### src/rtl/cyclic_interference_detector_macros.svh
// Assertion helpers for the RTL.
// Every check is clocked on clk and switched off while rst is high.
`ifndef CYCLIC_INTERFERENCE_DETECTOR_MACROS_SVH
`define CYCLIC_INTERFERENCE_DETECTOR_MACROS_SVH

// The consequent must hold in the same cycle as the antecedent.
`define CID_ASSERT_SAME(label, ante, cons, msg) \
  label: assert property (@(posedge clk) disable iff (rst) (ante) |-> (cons)) else $error(msg);

// The consequent must hold in the cycle after the antecedent.
`define CID_ASSERT_NEXT(label, ante, cons, msg) \
  label: assert property (@(posedge clk) disable iff (rst) (ante) |=> (cons)) else $error(msg);

`endif

### src/rtl/cid_pkg.sv
package cid_pkg;

  localparam int DOMAIN_W    = 8;
  localparam int COUNT_W     = 8;
  localparam int HIST_W      = 16;
  localparam int THRESH_W    = 9;
  localparam int WINDOW_W    = 16;
  localparam int BUCKET_ID_W = 3;
  localparam int OUT_HIST    = 8;

  localparam int CFG_INDEX_W = 1;
  localparam int CFG_DATA_W  = 16;

  localparam int IN_FIELDS_W  = 3 * DOMAIN_W;
  localparam int IN_TDATA_W   = ((IN_FIELDS_W + 7) / 8) * 8;
  localparam int OUT_FIELDS_W = 1 + BUCKET_ID_W + 1 + OUT_HIST * HIST_W;
  localparam int OUT_TDATA_W  = ((OUT_FIELDS_W + 7) / 8) * 8;
  localparam int OUT_PAD_W    = OUT_TDATA_W - OUT_FIELDS_W;

  // Configuration register indexes.
  localparam logic [CFG_INDEX_W-1:0] REG_ALERT_THRESHOLD = 1'b0;
  localparam logic [CFG_INDEX_W-1:0] REG_INTERVAL_LENGTH = 1'b1;

  localparam logic [THRESH_W-1:0] ALERT_THRESHOLD_RESET = 9'd3;
  localparam logic [WINDOW_W-1:0] INTERVAL_LENGTH_RESET = 16'd10;

  localparam logic [HIST_W-1:0] HIST_MAX = {HIST_W{1'b1}};

  // Input word, last declared field in the lowest bits.
  typedef struct packed {
    logic [DOMAIN_W-1:0] holder_dom;
    logic [DOMAIN_W-1:0] req_dom;
    logic [DOMAIN_W-1:0] prior_dom;
  } in_word_t;

  // Result word, last declared field in the lowest bits, zero padding on top.
  typedef struct packed {
    logic [OUT_PAD_W-1:0]             pad;
    logic [OUT_HIST-1:0][HIST_W-1:0]  history;
    logic                             event_counted;
    logic [BUCKET_ID_W-1:0]           alert_bucket;
    logic                             alert;
  } out_word_t;

endpackage

### src/rtl/cyclic_interference_detector.sv
// A word accepted on s passes the input register, then the result register, before
// it is offered on m. Throughput: one word per cycle unless m_tready stalls the
// output; the counter and history update is a single pass.
// Reset (rst, synchronous): counters, histories and window count clear, alert
// threshold returns to 3, interval length to 10, both stream sides go idle.
`include "cyclic_interference_detector_macros.svh"

module cyclic_interference_detector #(
  parameter int BUCKET_CNT    = 4,
  parameter int HISTORY_DEPTH = 8
) (
  input  logic                                clk,
  input  logic                                rst,
  input  logic                                s_tvalid,
  output logic                                s_tready,
  // prior domain [7:0], requesting domain [15:8], holding domain [23:16]
  input  logic [cid_pkg::IN_TDATA_W-1:0]      s_tdata,
  output logic                                m_tvalid,
  input  logic                                m_tready,
  // alert [0], alert_bucket [3:1], event_counted [4], history_0 [20:5],
  // history_1..history_7 in 16-bit steps up to [132:117], zero pad [135:133]
  output logic [cid_pkg::OUT_TDATA_W-1:0]     m_tdata,
  input  logic                                cfg_we,
  input  logic [cid_pkg::CFG_INDEX_W-1:0]     cfg_index,
  input  logic [cid_pkg::CFG_DATA_W-1:0]      cfg_data
);

  localparam int BW = (BUCKET_CNT > 1) ? $clog2(BUCKET_CNT) : 1;

  logic [cid_pkg::THRESH_W-1:0] alert_threshold;
  logic [cid_pkg::WINDOW_W-1:0] interval_length;

  logic [cid_pkg::COUNT_W-1:0] counters [BUCKET_CNT];
  logic [cid_pkg::HIST_W-1:0]  hist [BUCKET_CNT][HISTORY_DEPTH];
  logic [cid_pkg::WINDOW_W-1:0] window_count;

  logic              st_valid;
  cid_pkg::in_word_t st_word;
  cid_pkg::out_word_t out_word;

  logic advance;
  logic fire;
  logic event_hit;
  logic alert_hit;
  logic win_clear;
  logic [BW-1:0] idx;
  logic [cid_pkg::COUNT_W-1:0] cnt_inc;
  logic [cid_pkg::COUNT_W-1:0] cnt_next;
  logic [cid_pkg::HIST_W-1:0]  newest;
  logic [cid_pkg::HIST_W-1:0]  appended;
  logic [cid_pkg::WINDOW_W:0]  window_inc;
  logic [cid_pkg::OUT_HIST-1:0][cid_pkg::HIST_W-1:0] sel_hist;
  cid_pkg::out_word_t out_word_next;

  assign advance  = !m_tvalid || m_tready;
  assign s_tready = !st_valid || advance;
  assign fire     = st_valid && advance;

  assign idx = BW'(st_word.req_dom - 8'd1);

  assign event_hit = (st_word.prior_dom == st_word.req_dom) &&
                     (st_word.req_dom != 8'd0) &&
                     (st_word.req_dom <= 8'(BUCKET_CNT)) &&
                     (st_word.req_dom != st_word.holder_dom);

  assign cnt_inc   = counters[idx] + 8'd1;
  assign alert_hit = event_hit && ({1'b0, cnt_inc} >= alert_threshold);
  assign cnt_next  = alert_hit ? '0 : cnt_inc;

  // Every appended entry is at least the maximum of the entries it follows, and
  // a cleared history is all zero, so each history stays in ascending order and
  // the maximum of the surviving entries is simply the newest one.
  assign newest   = hist[idx][HISTORY_DEPTH-1];
  assign appended = (newest == cid_pkg::HIST_MAX) ? newest : newest + 16'd1;

  assign window_inc = {1'b0, window_count} + 17'd1;
  assign win_clear  = window_inc >= {1'b0, interval_length};

  for (genvar k = 0; k < cid_pkg::OUT_HIST; k++) begin : g_sel
    if (k < HISTORY_DEPTH) begin : g_live
      assign sel_hist[k] = alert_hit ? hist[idx][k] : '0;
    end else begin : g_zero
      assign sel_hist[k] = '0;
    end
  end

  always_comb begin
    out_word_next               = '0;
    out_word_next.alert         = alert_hit;
    out_word_next.alert_bucket  = alert_hit ? st_word.req_dom[2:0] : '0;
    out_word_next.event_counted = event_hit;
    out_word_next.history       = sel_hist;
  end

  always_ff @(posedge clk) begin
    if (rst) begin
      alert_threshold <= cid_pkg::ALERT_THRESHOLD_RESET;
      interval_length <= cid_pkg::INTERVAL_LENGTH_RESET;
      window_count    <= '0;
      for (int b = 0; b < BUCKET_CNT; b++) begin
        counters[b] <= '0;
        for (int k = 0; k < HISTORY_DEPTH; k++) begin
          hist[b][k] <= '0;
        end
      end
    end else begin
      if (cfg_we) begin
        case (cfg_index)
          cid_pkg::REG_ALERT_THRESHOLD: alert_threshold <= cfg_data[cid_pkg::THRESH_W-1:0];
          cid_pkg::REG_INTERVAL_LENGTH: interval_length <= cfg_data[cid_pkg::WINDOW_W-1:0];
          default: ;
        endcase
      end
      if (fire) begin
        if (win_clear) begin
          window_count <= '0;
          for (int b = 0; b < BUCKET_CNT; b++) begin
            counters[b] <= '0;
            for (int k = 0; k < HISTORY_DEPTH; k++) begin
              hist[b][k] <= '0;
            end
          end
        end else begin
          window_count <= window_inc[cid_pkg::WINDOW_W-1:0];
          if (event_hit) begin
            counters[idx] <= cnt_next;
            for (int k = 0; k < HISTORY_DEPTH - 1; k++) begin
              hist[idx][k] <= hist[idx][k+1];
            end
            hist[idx][HISTORY_DEPTH-1] <= appended;
          end
        end
      end
    end
  end

  // Input register and result register.
  always_ff @(posedge clk) begin
    if (rst) begin
      st_valid <= 1'b0;
      m_tvalid <= 1'b0;
    end else begin
      if (s_tready) begin
        st_valid <= s_tvalid;
      end
      if (advance) begin
        m_tvalid <= st_valid;
      end
    end
    if (s_tvalid && s_tready) begin
      st_word <= cid_pkg::in_word_t'(s_tdata[cid_pkg::IN_FIELDS_W-1:0]);
    end
    if (fire) begin
      out_word <= out_word_next;
    end
  end

  assign m_tdata = out_word;

  `CID_ASSERT_SAME(a_alert_needs_event, m_tvalid && out_word.alert,
    out_word.event_counted, "alert without a counted event")
  `CID_ASSERT_SAME(a_quiet_history_zero, m_tvalid && !out_word.alert,
    out_word.history == '0 && out_word.alert_bucket == '0, "history reported without alert")
  `CID_ASSERT_NEXT(a_window_cleared, fire && win_clear,
    window_count == '0, "window count not cleared")
  `CID_ASSERT_NEXT(a_stalled_word_held, st_valid && !advance,
    st_valid && $stable(st_word), "pending word lost under stall")

endmodule

### config.mk
export PLATFORM = sky130hd
export DESIGN_NAME = cyclic_interference_detector
export DESIGN_NICKNAME = d
export VERILOG_FILES = /design/src/rtl/cid_pkg.sv /design/src/rtl/cyclic_interference_detector.sv
export VERILOG_INCLUDE_DIRS = /design/src /design/src/rtl
export SDC_FILE = /design/constraint.sdc
export NUM_CORES = 1
export LEC_CHECK = 0
export BUFFER_PORTS_ARGS = -buffer_cell sky130_fd_sc_hd__buf_2
export CORE_UTILIZATION = 30
export CTS_CLUSTER_SIZE = 10
export DETAILED_ROUTE_END_ITERATION = 7
export PLACE_DENSITY = 0.47
export SETUP_SLACK_MARGIN = 0.15
export SLEW_MARGIN = 15
export SYNTH_ARGS = -nofsm -noshare
export SYNTH_HDL_FRONTEND = slang
export SYNTH_SLANG_ARGS = --single-unit
### constraint.sdc
create_clock -name clk -period 14.75 [get_ports clk]
set_clock_uncertainty 0.15 [all_clocks]
set_input_delay 0 -clock clk [delete_from_list [all_inputs] [get_ports clk]]
set_output_delay 0 -clock clk [all_outputs]
set_load 0.05 [all_outputs]
=== Word-level counts from Yosys, hierarchy flattened ===
Memories as Yosys holds them, arrays and structs flattened.
Index checks and enable logic that the tools add are counted.

* Flip-flop bits (word level): 200
* Bits in writable memories: 544
* Input port bits: 46
* Output and inout bits: 138
* Word-level logic and storage cells: 139
* Memories: 2

* Add/sub/neg operators: 4
* Magnitude comparators: 3
* Equal/unequal tests: 3
* Mux-type cells: 56
* Bitwise operators: 37
* Reductions and logical operators: 15

{| class="wikitable"
|+ Memory list
! memory !! depth !! bits a word !! read ports !! clocked after Yosys merged registers in !! wr ports !! line !! RTL
|-
| hist || 4 || 128 || 1 || 0 || 4 || cyclic_interference_detector.sv:34 || <nowiki>logic [cid_pkg::HIST_W-1:0] hist [BUCKET_CNT][HISTORY_DEPTH];</nowiki>
|-
| counters || 4 || 8 || 1 || 0 || 4 || cyclic_interference_detector.sv:33 || <nowiki>logic [cid_pkg::COUNT_W-1:0] counters [BUCKET_CNT];</nowiki>
|}

{| class="wikitable"
|+ Operators with widths
! cell !! number
|-
| $mux W16 || 34
|-
| $mux W128 || 1
|-
| $reduce_or A128 Y1 || 1
|-
| $mux W8 || 7
|-
| $or A1 B1 Y1 || 36
|-
| $add A16 B1 Y17 const B || 1
|-
| $ge A17 B16 Y1 || 1
|-
| $add A16 B1 Y16 const B || 1
|-
| $eq A16 B16 Y1 const B || 1
|-
| $mux W1 || 12
|-
| $ge A8 B9 Y1 || 1
|-
| $add A8 B1 Y8 const B || 1
|-
| $eq A8 B8 Y1 || 1
|-
| $le A8 B3 Y1 const B || 1
|-
| $ne A8 B8 Y1 || 1
|-
| $reduce_bool A8 Y1 || 1
|-
| $reduce_or A8 Y1 || 1
|-
| $logic_and A1 B1 Y1 || 6
|-
| $mux W2 || 2
|-
| $reduce_and A2 Y1 || 2
|-
| $logic_not A1 Y1 || 2
|-
| $logic_or A1 B1 Y1 || 2
|-
| $sub A2 B1 Y2 const B || 1
|-
| $not A1 Y1 || 1
|}

=== Longest topological paths before layout ===
Gate-level depths: netlist of the first run.

* Depth in word-level cells: 11
* Depth in mapped cells: 21
* Gate-level depth less buffers: 14

=== Least setup slack after synthesis of the first run ===
No wires, ideal clock.

* Path kind: register -> register
* From: reg m_tvalid
* To: mem counters[0][0] (netlist name), enable pin
* Library setup time: 1.501 ns
* Arrival time: 7.867 ns
* Data required time: 13.099 ns
* Path slack: 5.232 ns
* Stages on the path, launching flop included: 6
* Path buffers: 0
* Clock period less this slack: 9.518 ns
* Path through: dfxtp_1 nand2b_1 nand2_1 clkinv_1 o21ai_0 nand3_1

{| class="wikitable"
|+ RTL lines
! element !! line !! RTL
|-
| from (decl) || cyclic_interference_detector.sv:18 || <nowiki>output logic m_tvalid,</nowiki>
|-
| from (signal assigned) || cyclic_interference_detector.sv:147 || <nowiki>m_tvalid <= st_valid;</nowiki>
|-
| to (decl) || cyclic_interference_detector.sv:33 ||
|}

==> impl_results.md, run 1 <==
* Status: complete, no violations
* Critical Path Source: st_word[8]
* Vias at 18310
* Number of buffers created by CTS at 86
* # clock sinks at 744
* Clk root buf: clkbuf_16
* Vias in the first global route at 19460
* Synth top area share at 0.6500
* Final GP Congestion at 0.7669
* Initial antenna violation count at 3
* Worst r2r src: st_word[8]
* Slew @ Worst Pin at 1.186 ns
* First-pass DRT Iterations at 5
* Placed Cells incl. Taps at 3627
* Clock-pin slew on the worst setup and hold paths at 0.06 ns
* Area leader, netlist: edfxtp_1
* Post-synth cell types at 63
* Count of flip-flops with a built-in enable after synthesis at 701
* Placed cell areas at 0.03468 mm²
* Synth-to-layout area growth at 18.30%
* Max_cap viols at 0
* Final Cycle Share at 0.4512
* Final setup viols at 0
* Setup Total Neg Slack at 0 ns
* Layout Nets at 2511
* Worst hold-check path type: input pin to flip-flop
* Cell area after synthesis at 0.03238 mm²
* Syn Inst Count at 2154
* Drt initial violations at 1177
* Final hold slack at 0.05348 ns
* Layout cell share with drive strength beyond 1 at 0.1919
* Die extent in y at 330.6 µm
* Core Footprint at 0.1071 mm²
* Static Leak at 13.99 nW
* Post-layout min period at 6.655 ns
* Detailed Place HPWL at 46730 µm
* Critical path capture point type: flip-flop
* Most used DFF post-synth: edfxtp_1
* Initial core utilization at 0.3025
* Global-route wire length before repair at 123600 µm
* Die Footprint at 0.1093 mm²
* Cell types with the highest counts after synthesis: edfxtp_1 (701), and2_1 (507), nor2_1 (160), mux4_2 (132), nand2_1 (100)
* Num rows at 120
* Maximum VDD drop at 0.08009 mV
* Most common cell in the netlist: edfxtp_1
* Final Total Pwr at 4.703 mW
* Routed Antenna Nets at 0
* Count of pins over their slew limit at 0
* FF-to-FF setup slack at 8.09 ns
* DR vias/cell at 4.739
* Critical path arrival at 6.83 ns
* Worst EP required at 14.93 ns
* Finished Cell Area at 0.03831 mm²
* Syn. warnings at 0
* Final hold vios at 0
* FF-to-FF End: counters[0][7]
* Finished Layout Cells at 3863
* Area contributors post-synth: edfxtp_1 (65%), and2_1 (9.8%), mux4_2 (9.2%)
* Clk Latency, worst-skew pair at 0.65 ns
* CTS resizes at 0
* Maximum fanout along the worst path at 73
* # H-tree levels at 3
* N_diodes at 0
* Top-Level Pins at 184
* Max Freq at 150.3 MHz
* TritonCTS clock tree: done
* Synth async-reset ratio at 0
* I/O Buffers at 180
* Slew HR at 0.2069
* Setup crit end: counters[0][7]
* Critical path start-end classification: flip-flop to flip-flop
* Largest net degree at the start of global routing at 114
* PwrDens at 122.8 mW/mm²
* Die Width at 330.6 µm
* WL per Instance at 21.36 µm
* Sequential area share after synthesis at 0.6766
* GRT Total Usage at 0.1519
* Final WL at 82520 µm
* Max clock buf depth at 3
* Mapped Avg Cell Area at 15.03 µm²
* Total gr overflow at 0
* #FFs+latches synth at 744
* Remaining DRCs at 0
* Crit start category: flip-flop
* Reg2reg path depth at 16
* RSZ-0062 raised after global routing: no
-- flip-flops by register name, indices dropped and copies added (netlist names) --
signal           flops
window_count        16
hist               512
st_word             24
alert_threshold      9
st_valid             1
counters            32
m_tdata            133
m_tvalid             1
interval_length     16
-- cells by family after synthesis --
| family | Yosys count | synth area share |
|---|---|---|
| multiplexers | 165 | 0.1027 |
| AO/OA/AOI/OAI | 101 | 0.02036 |
| AND/OR/NAND/NOR | 898 | 0.1531 |
| buffers and inverters | 178 | 0.02546 |
| other | 1 | 0.0001158 |
| adder cells (fa/ha/maj) | 31 | 0.01198 |
| flip-flops | 744 | 0.6766 |
| XOR/XNOR | 36 | 0.009736 |
-- where the power goes --
| part | leakage (nW) | internal [mW] | switching (mW) | total, mW |
|---|---|---|---|---|
| Clock | 1.17 | 1.07 | 0.836 | 1.91 |
| Combinational | 5.28 | 0.129 | 0.255 | 0.384 |
| Sequential | 7.54 | 2.39 | 0.0245 | 2.41 |
| Total | 14.0 | 3.59 | 1.12 | 4.70 |
-- metal layers --
layer,up-vias,track usage,wire (µm)
li1,8404,-,-
met1,9443,0.1915,35170
met2,364,0.2712,42670
met3,94,0.02144,3215
met4,0,0.04087,1463
met5,-,0,0
-- worst min path at each step --
stage                start                 end  slack (ns)  depth (start not counted)
5_1_grt        cfg_data[6]  alert_threshold[6]        0.05                          4
2_1_floorplan   s_tdata[0]          st_word[0]       -0.05                          0
4_1_cts           m_tready            m_tvalid       0.006                          5
3_3_place_gp   s_tdata[14]         st_word[14]        0.03                          1
3_5_place_dp   s_tdata[14]         st_word[14]        0.03                          1
6_report          m_tready            m_tvalid        0.05                          5
-- cells in the final DEF (no fill, tap or decap), types with 17 or more instances in the layout --
master,instances
inv_1,39
and2_1,507
mux4_2,132
clkbuf_16,87
edfxtp_1,701
nand3_1,26
xor2_1,17
dlygate4sd3_1,122
nor2_1,160
a21oi_1,38
nor4_1,25
xnor2_1,19
ha_1,30
mux2i_1,18
dfxtp_1,43
nand2_1,100
buf_4,23
nand4_1,18
buf_2,180
-- what timing repair did --
| action | CTS | global route |
|---|---|---|
| hold buffers | 122 | 0 |
| setup buffers | 0 | 0 |
| endpoints found under the hold margin | 67 | 0 |
-- through the flow --
step	util	setup slack [ns]
finish	0.3579	8.095
global route	0.3579	7.571
CTS	0.3579	7.974
detailed placement	0.3240	8.018
global placement	0.3240	8.142
floorplan	-	5.232
-- area by class of cell --
class | instances | area (µm²)
clock buffers | 103 | 2247
well taps | 1403 | 1755
multi-input cells | 1234 | 9741
repair buffers | 327 | 2335
inverters | 41 | 161.4
fillers | 10130 | 68740
flip-flops and latches | 744 | 21910
clock inverters | 11 | 158.9
-- worst max-delay path: stages (launching register included) --
cell,delay (ns)
edfxtp_1,0.43
inv_1,0.08
buf_4,0.30
ha_4,0.77
mux4_2,0.51
and2_1,0.20
and3_1,0.21
nand3_1,0.10
xor2_1,0.32
inv_1,0.08
ha_1,0.27
o21ai_0,0.08
a21oi_1,0.16
nand3_1,0.84
inv_4,0.93
buf_4,0.64
nor4_1,0.14
(Power assumes the default switching activity.)
==> inputs of run 2 (changes only) <==
==> constraint.sdc (replaced) <==
create_clock -name clk -period 6.9 [get_ports clk]
set_clock_uncertainty 0.15 [all_clocks]
set_input_delay 0 -clock clk [delete_from_list [all_inputs] [get_ports clk]]
set_output_delay 0 -clock clk [all_outputs]
set_load 0.05 [all_outputs]
==> run 2 against run 1 <==
First-iteration DRC count fell by 0.34%. Setup slack got worse by 6.8 ns. Power rose by 120%. Die area did not move. Combinational power rose by 120%. Utilization rose by 0.13 points. Register-to-register slack got worse by 6.8 ns. Sequential cell count did not move. Count of clock-buffer cells in the layout rose by 8. Fmax rose by 18%.
==> impl_results.md, run 2 (synthesis gave the netlist of run 1 again) <==
* Status: complete, no violations
* Final core utilization at 0.3591
* Die extent in y at 330.6 µm
* Worst hold-check path type: input pin to flip-flop
* Layout Nets at 2514
* Reg2reg path depth at 15
* Finished Layout Cells at 3879
* Worst r2r src: st_word[9]
* FF-to-FF setup slack at 1.27 ns
* Layout cell share with drive strength beyond 1 at 0.1969
* Vias in the first global route at 19510
* Worst path slowest cell: ha_4
* RSZ-0062 raised after global routing: no
* Slew @ Worst Pin at 1.084 ns
* Num rows at 120
* Placed Cells incl. Taps at 3635
* TritonCTS clock tree: done
* FF-to-FF End: m_tdata[94]
* Count of pins over their slew limit at 0
* CP delay by family, top: buffers and inverters
* DR vias/cell at 4.708
* Max_cap viols at 0
* Die Footprint at 0.1093 mm²
* Maximum fanout along the worst path at 90
* WL per Instance at 21.09 µm
* Core Footprint at 0.1071 mm²
* Slew HR at 0.2724
* Post-layout min period at 5.625 ns
* Setup crit end: m_tdata[94]
* Global-route wire length before repair at 122900 µm
* Crit path depth at 15
* Critical path arrival at 5.85 ns
* Synth-to-layout area growth at 18.72%
* Drt initial violations at 1173
* Final WL at 81810 µm
* Vias at 18260
* Initial antenna violation count at 1
* WP buf/inv at 5
* Clk root buf: clkbuf_16
* Critical path start-end classification: flip-flop to flip-flop
* Hold buffer count at cts at 115
* GRT Total Usage at 0.1508
* Routed Antenna Nets at 0
* Initial core utilization at 0.3025
* PwrDens at 263.9 mW/mm²
* Commonest non-fill, non-tap cell in the layout: edfxtp_1
* Static Leak at 14.06 nW
* Die Width at 330.6 µm
* Remaining DRCs at 0
* Worst EP required at 7.12 ns
* Largest Register: hist
* Post-CTS setup buffers at 0
* Final GP Congestion at 0.8000
* Commonest non-fill, non-tap cells in the layout: edfxtp_1 (701), and2_1 (506), buf_2 (180)
* Max Freq at 177.8 MHz
* Number of buffers created by CTS at 88
* I/O Buffers at 180
* # H-tree levels at 3
* Top-Level Pins at 184
* Final setup viols at 0
* Max clock buf depth at 3
* Critical path capture point type: flip-flop
* Clk Latency, worst-skew pair at 0.64 ns
* Setup ws final at 1.275 ns
* Crit path largest cell delay at 0.77 ns
* # clock sinks at 744
* DP Worst Slack at 1.279 ns
* First-pass DRT Iterations at 5
* Final Total Pwr at 10.14 mW
* Total gr overflow at 0
* Worst path cell trace: inv_1 -> ha_4 -> mux4_2 -> and2_1 -> and3_1 -> xnor2_1 -> inv_1 -> ha_1 -> a2111oi_0 -> o21ai_0 -> nand3_1 -> buf_4 -> inv_4 -> buf_4 -> and2_1
* Crit start category: flip-flop
* Clock-pin slew on the worst setup and hold paths at 0.06 ns
* Final hold vios at 0
* Final Cycle Share at 0.8153
* Maximum VDD drop at 0.1929 mV
* Critical Path Source: st_word[9]
* Largest net degree at the start of global routing at 123
* Detailed Place HPWL at 48130 µm
* Number of flip-flops under the largest register name at 512
* Setup Total Neg Slack at 0 ns
* CTS resizes at 0
## run 2: cell types whose count changed in the layout (fill, tap and decap cells not counted), sizes merged
cell / delta
buf: +8
clkbuf: +8
clkinv: +3
diode: +3
dlygate4sd3: -7
inv: +1
## run 2: power by group
group	internal, mW	leakage, nW	switching (mW)
registers	5.10	7.54	0.0531
clock network	2.36	1.20	1.79
logic	0.279	5.31	0.557
total	7.74	14.1	2.40
## run 2: cell type report
type                       count  area [µm²]
fill                       10150       68610
clock inverter                15       127.6
multi-input combinational   1234        9742
timing repair buffer         328        2400
tap                         1403        1755
sequential                   744       21910
inverter                      41       161.4
antenna                        3       7.507
clock buffer                 111        2340
## run 2: metrics by stage
stage          hold slack (ns)  instance area [µm²]
2_1_floorplan         -0.05113                32410
3_3_place_gp           0.02929                34820
3_5_place_dp           0.02834                34820
4_1_cts                0.02363                38440
5_1_grt                0.07719                38440
6_report               0.07143                38440
## run 2: worst min path at each step
stage,endpoint,slack (ns),from,cells past startpoint
6_report,alert_threshold[0],0.07,cfg_data[0],4
5_1_grt,alert_threshold[0],0.08,cfg_data[0],4
3_5_place_dp,st_word[14],0.03,s_tdata[14],1
4_1_cts,alert_threshold[0],0.02,cfg_data[0],4
3_3_place_gp,st_word[3],0.03,s_tdata[3],1
2_1_floorplan,st_word[0],-0.05,s_tdata[0],0
## run 2: worst min-delay path: cells and delay by family
kind | cells | cell delay [ns]
AND/OR/NAND/NOR | 2 | 0.15
buffers and inverters | 2 | 0.67
## run 2: per-layer routing
layer  global-route usage  up-vias  part of all wire
met5                    0        -                 0
met1               0.1948     9365              0.44
met3              0.02000      114             0.038
met2               0.2618      352              0.50
met4              0.04708        0             0.023
li1                     -     8431                 -
